File: config.mk
export PLATFORM = sky130hd
export DESIGN_NAME = gamepad_turbo_toggle_gate_core
export DESIGN_NICKNAME = d
export VERILOG_FILES = /design/src/hw/rtl/gttg_pkg.sv /design/src/hw/rtl/gttg_div.sv /design/src/hw/rtl/gamepad_turbo_toggle_gate_core.sv
export SDC_FILE = /design/constraint.sdc
export NUM_CORES = 2
export LEC_CHECK = 0
export BUFFER_PORTS_ARGS = -buffer_cell sky130_fd_sc_hd__buf_2
export CAP_MARGIN = 20
export CORE_MARGIN = 2
export CORE_UTILIZATION = 50
export CTS_BUF_LIST = sky130_fd_sc_hd__clkbuf_2 sky130_fd_sc_hd__clkbuf_4 sky130_fd_sc_hd__clkbuf_8
export CTS_CLUSTER_DIAMETER = 150
export DETAILED_ROUTE_END_ITERATION = 8
export PLACE_DENSITY = 0.67
export SLEW_MARGIN = 40
export SYNTH_ARGS = -nofsm -noshare
export SYNTH_HDL_FRONTEND = slang
export SYNTH_SLANG_ARGS = --single-unit
File: constraint.sdc
create_clock -name clk -period 5.9 [get_ports clk]
set_clock_uncertainty 0.1 [all_clocks]
set_input_delay 0 -clock clk [delete_from_list [all_inputs] [get_ports clk]]
set_output_delay 0 -clock clk [all_outputs]
set_load 0.01 [all_outputs]
File: src/hw/rtl/gttg_pkg.sv
`timescale 1ns / 1ps
// Gamepad turbo toggle gate: shared types, codes and defaults.
// No dependencies.
package gttg_pkg;

    localparam int NUM_BUTTONS_DEF = 32;
    localparam int TIME_BITS_DEF   = 32;
    localparam int CFG_W           = 32;
    localparam int FIELD_W         = 32;
    localparam int ADDR_W          = 4;
    localparam int MOD_IDX_W       = 5;

    localparam logic [1:0] REQ_UPDATE = 2'd0;
    localparam logic [1:0] REQ_RENDER = 2'd1;
    localparam logic [1:0] REQ_CLEAR  = 2'd2;
    localparam logic [1:0] REQ_NOP    = 2'd3;

    localparam logic [1:0] REG_ENABLED     = 2'd0;
    localparam logic [1:0] REG_MOD_INDEX   = 2'd1;
    localparam logic [1:0] REG_TARGET_MASK = 2'd2;
    localparam logic [1:0] REG_HALF_PERIOD = 2'd3;

    typedef enum logic [2:0] {
        ST_IDLE,
        ST_SWEEP,
        ST_SCAN,
        ST_LOAD,
        ST_DIV,
        ST_EMIT
    } state_t;

    typedef struct packed {
        logic done;
        logic odd;
    } div_res_t;

endpackage

File: src/hw/rtl/gttg_div.sv
`timescale 1ns / 1ps
// Serial restoring divider, one quotient bit per cycle; reports quotient parity.
// Depends on gttg_pkg.
module gttg_div #(
    parameter int DVD_W = gttg_pkg::TIME_BITS_DEF,
    parameter int DSR_W = gttg_pkg::CFG_W
) (
    input  logic               clk,
    input  logic               rst_n,
    input  logic               start,
    input  logic [DVD_W-1:0]   dividend,
    input  logic [DSR_W-1:0]   divisor,
    output gttg_pkg::div_res_t res
);

    localparam int CNT_W = $clog2(DVD_W + 1);

    logic [DVD_W-1:0] dvd_reg, dvd_next;
    logic [DSR_W-1:0] dsr_reg, dsr_next;
    logic [DSR_W-1:0] rem_reg, rem_next;
    logic [CNT_W-1:0] cnt_reg, cnt_next;
    logic             done_reg, done_next;
    logic             odd_reg, odd_next;
    logic [DSR_W:0]   rem_sh;
    logic [DSR_W:0]   diff;
    logic             ge;

    always_comb
    begin
        rem_sh    = {rem_reg, dvd_reg[DVD_W-1]};
        ge        = rem_sh >= {1'b0, dsr_reg};
        diff      = rem_sh - {1'b0, dsr_reg};
        dvd_next  = dvd_reg;
        dsr_next  = dsr_reg;
        rem_next  = rem_reg;
        cnt_next  = cnt_reg;
        done_next = 1'b0;
        odd_next  = odd_reg;
        if (start)
        begin
            dvd_next = dividend;
            dsr_next = divisor;
            rem_next = '0;
            cnt_next = CNT_W'(DVD_W);
        end
        else if (cnt_reg != '0)
        begin
            rem_next = ge ? diff[DSR_W-1:0] : rem_sh[DSR_W-1:0];
            dvd_next = dvd_reg << 1;
            cnt_next = cnt_reg - 1'b1;
            if (cnt_reg == CNT_W'(1))
            begin
                done_next = 1'b1;
                odd_next  = ge;
            end
        end
    end

    always_ff @(posedge clk or negedge rst_n)
    begin
        if (!rst_n)
        begin
            cnt_reg  <= '0;
            done_reg <= 1'b0;
        end
        else
        begin
            cnt_reg  <= cnt_next;
            done_reg <= done_next;
        end
    end

    always_ff @(posedge clk)
    begin
        dvd_reg <= dvd_next;
        dsr_reg <= dsr_next;
        rem_reg <= rem_next;
        odd_reg <= odd_next;
    end

    assign res.done = done_reg;
    assign res.odd  = odd_reg;

endmodule

File: src/hw/rtl/gamepad_turbo_toggle_gate_core.sv
`timescale 1ns / 1ps
// Update sweeps all buttons, storing a hold time for each newly held turbo button;
// render scans all buttons and runs the serial divider for each held turbo button;
// clear and no-op go straight to the result. One transaction at a time.
// The output register lets the next transaction enter while a result waits.
// Reset (rst_n, async low) clears marks, config to defaults; hold times need none.
module gamepad_turbo_toggle_gate_core #(
    parameter int NUM_BUTTONS = gttg_pkg::NUM_BUTTONS_DEF,
    parameter int TIME_BITS   = gttg_pkg::TIME_BITS_DEF
) (
    input  logic                             clk,
    input  logic                             rst_n,
    input  logic                             psel,
    input  logic                             penable,
    input  logic                             pwrite,
    input  logic [gttg_pkg::ADDR_W-1:0]      paddr,
    input  logic [gttg_pkg::CFG_W-1:0]       pwdata,
    output logic [gttg_pkg::CFG_W-1:0]       prdata,
    output logic                             pready,
    input  logic                             in_valid,
    output logic                             in_ready,
    input  logic [1:0]                       req_type,
    input  logic [gttg_pkg::FIELD_W-1:0]     buttons,
    input  logic [gttg_pkg::FIELD_W-1:0]     now,
    output logic                             out_valid,
    input  logic                             out_ready,
    output logic [gttg_pkg::FIELD_W-1:0]     buttons_out,
    output logic [gttg_pkg::FIELD_W-1:0]     changed_mask,
    output logic [gttg_pkg::FIELD_W-1:0]     active_mask,
    output logic                             ticking
);

    localparam int NB    = NUM_BUTTONS;
    localparam int IDX_W = (NB > 1) ? $clog2(NB) : 1;
    localparam int NOW_W = (TIME_BITS < gttg_pkg::FIELD_W) ? TIME_BITS : gttg_pkg::FIELD_W;
    localparam int CW    = gttg_pkg::CFG_W;
    localparam int FW    = gttg_pkg::FIELD_W;

    // configuration
    logic                          enabled_reg;
    logic [gttg_pkg::MOD_IDX_W-1:0] mod_idx_reg;
    logic [CW-1:0]                 target_reg;
    logic [CW-1:0]                 half_reg;
    logic                          cfg_wr;

    // sequencer and state
    gttg_pkg::state_t state_reg, state_next;
    logic [IDX_W-1:0] idx_reg, idx_next;
    logic [NB-1:0]    active_reg, active_next;
    logic [NB-1:0]    supp_reg, supp_next;
    logic [NB-1:0]    prev_reg, prev_next;
    logic [NB-1:0]    held_reg, held_next;
    logic [NB-1:0]    sv_reg, sv_next;
    logic [NB-1:0]    fresh_reg, fresh_next;
    logic [NOW_W-1:0] now_reg, now_next;
    logic [NB-1:0]    res_buttons_reg, res_buttons_next;
    logic [NB-1:0]    res_changed_reg, res_changed_next;
    logic             out_valid_reg, out_valid_next;
    logic [FW-1:0]    out_buttons_reg, out_buttons_next;
    logic [FW-1:0]    out_changed_reg, out_changed_next;
    logic [FW-1:0]    out_active_reg, out_active_next;
    logic             out_ticking_reg, out_ticking_next;

    // update datapath
    logic [NB-1:0] raw, mod_mask, toggle, upd_active, upd_supp, upd_changed;
    logic [NB-1:0] upd_filtered, upd_hold;
    logic [NB-1:0] live;
    logic          last_idx;
    logic          in_acc;

    // hold-time memory and divider
    logic [NOW_W-1:0]     since_mem [NB];
    logic [NOW_W-1:0]     rd_data_reg;
    logic                 mem_we;
    logic                 mem_re;
    logic                 div_start;
    logic [TIME_BITS-1:0] elapsed;
    logic [CW-1:0]        half_eff;
    gttg_pkg::div_res_t   div_res;

    assign pready = 1'b1;
    assign cfg_wr = psel && penable && pwrite && pready;

    always_ff @(posedge clk or negedge rst_n)
    begin
        if (!rst_n)
        begin
            enabled_reg <= 1'b0;
            mod_idx_reg <= '0;
            target_reg  <= '1;
            half_reg    <= CW'(1);
        end
        else if (cfg_wr)
        begin
            unique case (paddr[3:2])
                gttg_pkg::REG_ENABLED:     enabled_reg <= pwdata[0];
                gttg_pkg::REG_MOD_INDEX:   mod_idx_reg <= pwdata[gttg_pkg::MOD_IDX_W-1:0];
                gttg_pkg::REG_TARGET_MASK: target_reg  <= pwdata;
                gttg_pkg::REG_HALF_PERIOD: half_reg    <= pwdata;
                default:                   ;
            endcase
        end
    end

    always_comb
    begin
        unique case (paddr[3:2])
            gttg_pkg::REG_ENABLED:     prdata = CW'(enabled_reg);
            gttg_pkg::REG_MOD_INDEX:   prdata = CW'(mod_idx_reg);
            gttg_pkg::REG_TARGET_MASK: prdata = target_reg;
            gttg_pkg::REG_HALF_PERIOD: prdata = half_reg;
            default:                   prdata = '0;
        endcase
    end

    // update step; modifier index beyond the pad shifts out to no modifier
    always_comb
    begin
        raw         = NB'(buttons);
        mod_mask    = NB'(1) << mod_idx_reg;
        toggle      = raw & ~prev_reg & ~mod_mask & NB'(target_reg);
        upd_active  = active_reg;
        upd_supp    = supp_reg;
        upd_changed = '0;
        if (!enabled_reg)
        begin
            upd_changed = active_reg;
            upd_active  = '0;
        end
        else if ((raw & mod_mask) != '0)
        begin
            upd_active  = active_reg ^ toggle;
            upd_supp    = supp_reg | toggle;
            upd_changed = toggle;
        end
        upd_supp     = upd_supp & raw;
        upd_filtered = raw & ~upd_supp;
        upd_hold     = upd_active & upd_filtered;
    end

    assign live     = sv_reg & active_reg & held_reg;
    assign last_idx = (idx_reg == IDX_W'(NB - 1));
    assign in_ready = (state_reg == gttg_pkg::ST_IDLE);
    assign in_acc   = in_valid && in_ready;
    assign elapsed  = TIME_BITS'(now_reg) - TIME_BITS'(rd_data_reg);
    assign half_eff = (half_reg == '0) ? CW'(1) : half_reg;

    always_comb
    begin
        state_next       = state_reg;
        idx_next         = idx_reg;
        active_next      = active_reg;
        supp_next        = supp_reg;
        prev_next        = prev_reg;
        held_next        = held_reg;
        sv_next          = sv_reg;
        fresh_next       = fresh_reg;
        now_next         = now_reg;
        res_buttons_next = res_buttons_reg;
        res_changed_next = res_changed_reg;
        out_valid_next   = out_valid_reg && !out_ready;
        out_buttons_next = out_buttons_reg;
        out_changed_next = out_changed_reg;
        out_active_next  = out_active_reg;
        out_ticking_next = out_ticking_reg;
        mem_we           = 1'b0;
        mem_re           = 1'b0;
        div_start        = 1'b0;

        unique case (state_reg)
            gttg_pkg::ST_IDLE:
            begin
                if (in_acc)
                begin
                    idx_next = '0;
                    now_next = NOW_W'(now);
                    case (req_type)
                        gttg_pkg::REQ_UPDATE:
                        begin
                            active_next      = upd_active;
                            supp_next        = upd_supp;
                            prev_next        = raw;
                            held_next        = upd_filtered;
                            sv_next          = upd_hold;
                            fresh_next       = upd_hold & ~sv_reg;
                            res_buttons_next = upd_filtered;
                            res_changed_next = upd_changed;
                            state_next       = gttg_pkg::ST_SWEEP;
                        end
                        gttg_pkg::REQ_RENDER:
                        begin
                            res_buttons_next = held_reg;
                            res_changed_next = '0;
                            state_next       = gttg_pkg::ST_SCAN;
                        end
                        gttg_pkg::REQ_CLEAR:
                        begin
                            res_buttons_next = '0;
                            res_changed_next = active_reg;
                            active_next      = '0;
                            sv_next          = '0;
                            state_next       = gttg_pkg::ST_EMIT;
                        end
                        default:
                        begin
                            res_buttons_next = '0;
                            res_changed_next = '0;
                            state_next       = gttg_pkg::ST_EMIT;
                        end
                    endcase
                end
            end
            gttg_pkg::ST_SWEEP:
            begin
                mem_we = fresh_reg[idx_reg];
                if (last_idx)
                    state_next = gttg_pkg::ST_EMIT;
                else
                    idx_next = idx_reg + 1'b1;
            end
            gttg_pkg::ST_SCAN:
            begin
                if (live[idx_reg])
                begin
                    mem_re     = 1'b1;
                    state_next = gttg_pkg::ST_LOAD;
                end
                else if (last_idx)
                    state_next = gttg_pkg::ST_EMIT;
                else
                    idx_next = idx_reg + 1'b1;
            end
            gttg_pkg::ST_LOAD:
            begin
                div_start  = 1'b1;
                state_next = gttg_pkg::ST_DIV;
            end
            gttg_pkg::ST_DIV:
            begin
                if (div_res.done)
                begin
                    if (div_res.odd)
                        res_buttons_next[idx_reg] = 1'b0;
                    if (last_idx)
                        state_next = gttg_pkg::ST_EMIT;
                    else
                    begin
                        idx_next   = idx_reg + 1'b1;
                        state_next = gttg_pkg::ST_SCAN;
                    end
                end
            end
            gttg_pkg::ST_EMIT:
            begin
                if (!out_valid_reg || out_ready)
                begin
                    out_valid_next   = 1'b1;
                    out_buttons_next = FW'(res_buttons_reg);
                    out_changed_next = FW'(res_changed_reg);
                    out_active_next  = FW'(active_reg);
                    out_ticking_next = |(active_reg & held_reg);
                    state_next       = gttg_pkg::ST_IDLE;
                end
            end
            default:
            begin
                state_next = gttg_pkg::ST_IDLE;
            end
        endcase
    end

    always_ff @(posedge clk or negedge rst_n)
    begin
        if (!rst_n)
        begin
            state_reg     <= gttg_pkg::ST_IDLE;
            idx_reg       <= '0;
            active_reg    <= '0;
            supp_reg      <= '0;
            prev_reg      <= '0;
            held_reg      <= '0;
            sv_reg        <= '0;
            out_valid_reg <= 1'b0;
        end
        else
        begin
            state_reg     <= state_next;
            idx_reg       <= idx_next;
            active_reg    <= active_next;
            supp_reg      <= supp_next;
            prev_reg      <= prev_next;
            held_reg      <= held_next;
            sv_reg        <= sv_next;
            out_valid_reg <= out_valid_next;
        end
    end

    always_ff @(posedge clk)
    begin
        fresh_reg       <= fresh_next;
        now_reg         <= now_next;
        res_buttons_reg <= res_buttons_next;
        res_changed_reg <= res_changed_next;
        out_buttons_reg <= out_buttons_next;
        out_changed_reg <= out_changed_next;
        out_active_reg  <= out_active_next;
        out_ticking_reg <= out_ticking_next;
    end

    // hold start times, one entry per button
    always_ff @(posedge clk)
    begin
        if (mem_we)
            since_mem[idx_reg] <= now_reg;
    end

    always_ff @(posedge clk)
    begin
        if (mem_re)
            rd_data_reg <= since_mem[idx_reg];
    end

    gttg_div #(
        .DVD_W (TIME_BITS),
        .DSR_W (CW)
    ) u_div (
        .clk      (clk),
        .rst_n    (rst_n),
        .start    (div_start),
        .dividend (elapsed),
        .divisor  (half_eff),
        .res      (div_res)
    );

    assign out_valid    = out_valid_reg;
    assign buttons_out  = out_buttons_reg;
    assign changed_mask = out_changed_reg;
    assign active_mask  = out_active_reg;
    assign ticking      = out_ticking_reg;

`ifndef SYNTHESIS
    a_div_done_in_div: assert property (@(posedge clk) disable iff (!rst_n)
        div_res.done |-> (state_reg == gttg_pkg::ST_DIV))
        else $error("divider finished outside its wait state");

    a_since_subset: assert property (@(posedge clk) disable iff (!rst_n)
        (sv_reg & ~(active_reg & held_reg)) == '0)
        else $error("hold time valid for a button that is not a held turbo button");

    a_result_held: assert property (@(posedge clk) disable iff (!rst_n)
        (state_reg == gttg_pkg::ST_EMIT) |-> ((res_buttons_reg & ~held_reg) == '0))
        else $error("result shows a button that is not held");
`endif

endmodule
==> out/summary.txt <==
Unique masters post-synth: 91
Most common cell in the synthesized netlist: edfxtp_1
Critical Path Slowest Stage Cell: nor2_4
Avg WL per Cell: 27.0 um
Initial core utilization: 0.505
Post-route ant nets: 0
DRC: 0
Initial antenna violation count: 4
Buf/Inv on CP: 1
Peak VDD IR: 283 uV
Avg Vias per Cell: 6.12
1st-iter DRT viols: 4786
Cell row count: 134
Nets@finish: 5090
Grt total ovfl: 0
Flop and latch count out of synthesis: 1624
Async set-or-reset flop fraction in the synthesized netlist: 0.151
Setup tns final: 0 ns
Relative slew slack: 0.418
Tightest Pin Transition: 0.871 ns
Cell taking the most area after synthesis: edfxtp_1
Cts hold-fix bufs: 217
Largest Register: since_mem
Hold Vio Cnt, Final: 0
Required time worst endpoint: 6.38 ns
Clock latency on the worst-skew pair: 1.00 ns
Clock buffer depth: 4
Post-layout util: 0.589
Peak Freq: 233 MHz
Largest net degree at the start of global routing: 142
Core ar.: 0.134 mm^2
CTS Buf Count: 284
Syn Area/Cell: 15.7 um^2
Leak: 27.8 nW
Synthesized cell area: 0.0675 mm^2
Post-Synth XOR/XNOR Area: 0.00739
Adder-Cell Fraction of Synth Area: 0.0137
Fin worst setup slack: 1.61 ns
Setup slack after placement: 1.80 ns
CTS Root Cell: clkbuf_8
Via count: 42.0k
DP HPWL: 106 mm
Worst-path clk slew: 0.06 ns
Slew Limit Fails: 0
First-pass GRT wire length: 271 mm
MaxCap Viol Count: 0
Post-CTS Resized: 0
CP top delay family: simple AND/OR/NAND/NOR gates
Dominant synthesized flop cell: edfxtp_1
Top post-synthesis cells by area: edfxtp_1 60%, mux4_2 9.1%, dfrtp_1 7.9%
Post-synthesis sequential area ratio: 0.700
Synth warn: 0
H-tree depth: 5
Gate Count Post-Synth: 4307
Tmin final: 4.29 ns
Number of enable flip-flop cells after synthesis: 1346
Fill count: 10.1k
RSZ-0062 raised after global routing: no
CTS tree: built
Largest family of logic cells by synthesized area: multiplexers
FF-to-FF setup slack: 1.61 ns
Die area: 0.138 mm^2
Share of layout cells above drive strength 1: 0.247
Fraction of synthesized area in multiplexers: 0.112
Synthesis-to-finish area growth: 16.7%
Launching element type of the critical path: flip-flop
Syn nets: 4489
Cell Pwr Density: 300 mW/mm^2
Top-level I/O count: 241
Detailed Route WL: 186 mm
Status: finished, final reports clean
Critical path class: reg -> reg
Tot GR Track Use: 0.268
Setup crit end kind: flip-flop
Complex-gate fraction of the synthesized area: 0.0753
Port Buf Inserts: 237
Slowest cell delay on critical path: 0.88 ns
Synth top area share: 0.599
Synth cell count leaders: 1346 x edfxtp_1, 434 x nand2_1, 273 x mux4_2
Min-Delay Path Class: in -> reg
Critical-path maximum fanout: 27
CP cell instances: mux4_2 > a22o_1 > a221oi_1 > a31oi_1 > nand2_1 > nor2_4 > buf_4
Max reg flops: 1024
Simple-Gate Fraction of Synth Area: 0.0702
Vias in the first global route: 41.4k
Fin crit share: 0.728
Die width: 371 um
Die height: 371 um
DR pass1 iterations: 6
Critical path arrival: 4.78 ns
Clock sinks: 1624
Final setup vio count: 0
GPL Wtd Cong: 0.926
Postcts setup bufs: 0
==> path summary, 6_finish.rpt <==
check,from,end,depth (start not counted)
setup reg to reg,idx_reg[0],since_mem[22][4],7
setup / recovery,idx_reg[0],since_mem[22][4],7
hold reg to reg,res_changed_reg[12],changed_mask[12],0
hold / removal,buttons[1],sv_reg[1],5
min in group asynchronous,rst_n,target_reg[5],3
max in group asynchronous,rst_n,idx_reg[1],5
==> cell families after synthesis <==
family	after synthesis
other	1
multiplexers	403
AND/OR/NAND/NOR	1014
adder cells (fa/ha/maj)	73
AO/OA/AOI/OAI	780
flip-flops	1624
XOR/XNOR	57
buffers and inverters	355
==> worst reg2reg max path: stages (launching register included) <==
cell and delay, ns:
dfrtp_4 0.65, mux4_2 0.49, a22o_1 0.18, a221oi_1 0.05, a31oi_1 0.41, nand2_1 0.61
nor2_4 0.89, buf_4 0.53
==> routing by layer <==
layer,vias to the layer above,routed length [um],track usage
met2,2232,86400,0.419
met4,2,8880,0.123
met3,492,16000,0.0536
li1,18000,-,-
met5,-,13,0
met1,21300,74300,0.366
==> stage by stage <==
step | cells | hold slack, ns | total power [mW] | instance area [um^2]
floorplan | 4307 | -0.396 | 13.4 | 67500
global placement | 6154 | 0.0102 | 13.8 | 71000
detailed placement | 6164 | 0.00979 | 13.8 | 71100
CTS | 6852 | 0.0000736 | 23.8 | 78700
global route | 6867 | 0.0541 | 24.4 | 78800
finish | 6867 | 0.0577 | 23.7 | 78800
==> final cells by class <==
cell class | count | area (um^2) | share of cell area
flip-flops and latches | 1624 | 47300 | 0.600
well taps | 1768 | 2210 | 0.0281
clock buffers | 390 | 4820 | 0.0611
multi-input cells | 2328 | 19100 | 0.243
repair buffers | 573 | 4510 | 0.0572
diodes | 6 | 15.0 | 0.000190
clock inverters | 81 | 505 | 0.00641
inverters | 97 | 369 | 0.00468
==> where the power goes <==
part	internal, mW	switching [mW]
Sequential	12.4	0.240
Combinational	0.424	0.646
Clock	5.50	4.42
Total	18.4	5.31
==> placed cells by master (no fill, tap or decap), types with 23 or more instances in the layout <==
cell,Yosys,routed
dfstp_2,33,33
buf_4,6,96
o21ai_0,194,194
o211ai_1,71,71
o21ai_1,46,46
nand4_1,54,54
mux4_2,273,273
a211o_1,25,25
mux2i_1,52,52
mux2_2,76,76
xnor2_1,34,34
nor2b_1,73,71
clkbuf_4,0,88
dlygate4sd3_1,0,215
dfxtp_1,32,32
edfxtp_1,1346,1346
clkbuf_8,0,302
nor2_1,173,137
clkinv_1,2,53
inv_1,92,89
buf_2,37,235
nor2_4,0,34
dfrtp_1,213,211
nor3b_1,33,32
xor2_1,23,23
nand3_1,118,118
ha_1,71,71
nand2_1,434,433
a21oi_1,150,150
a22oi_1,138,138
Power figures use the tool's default switching activity.
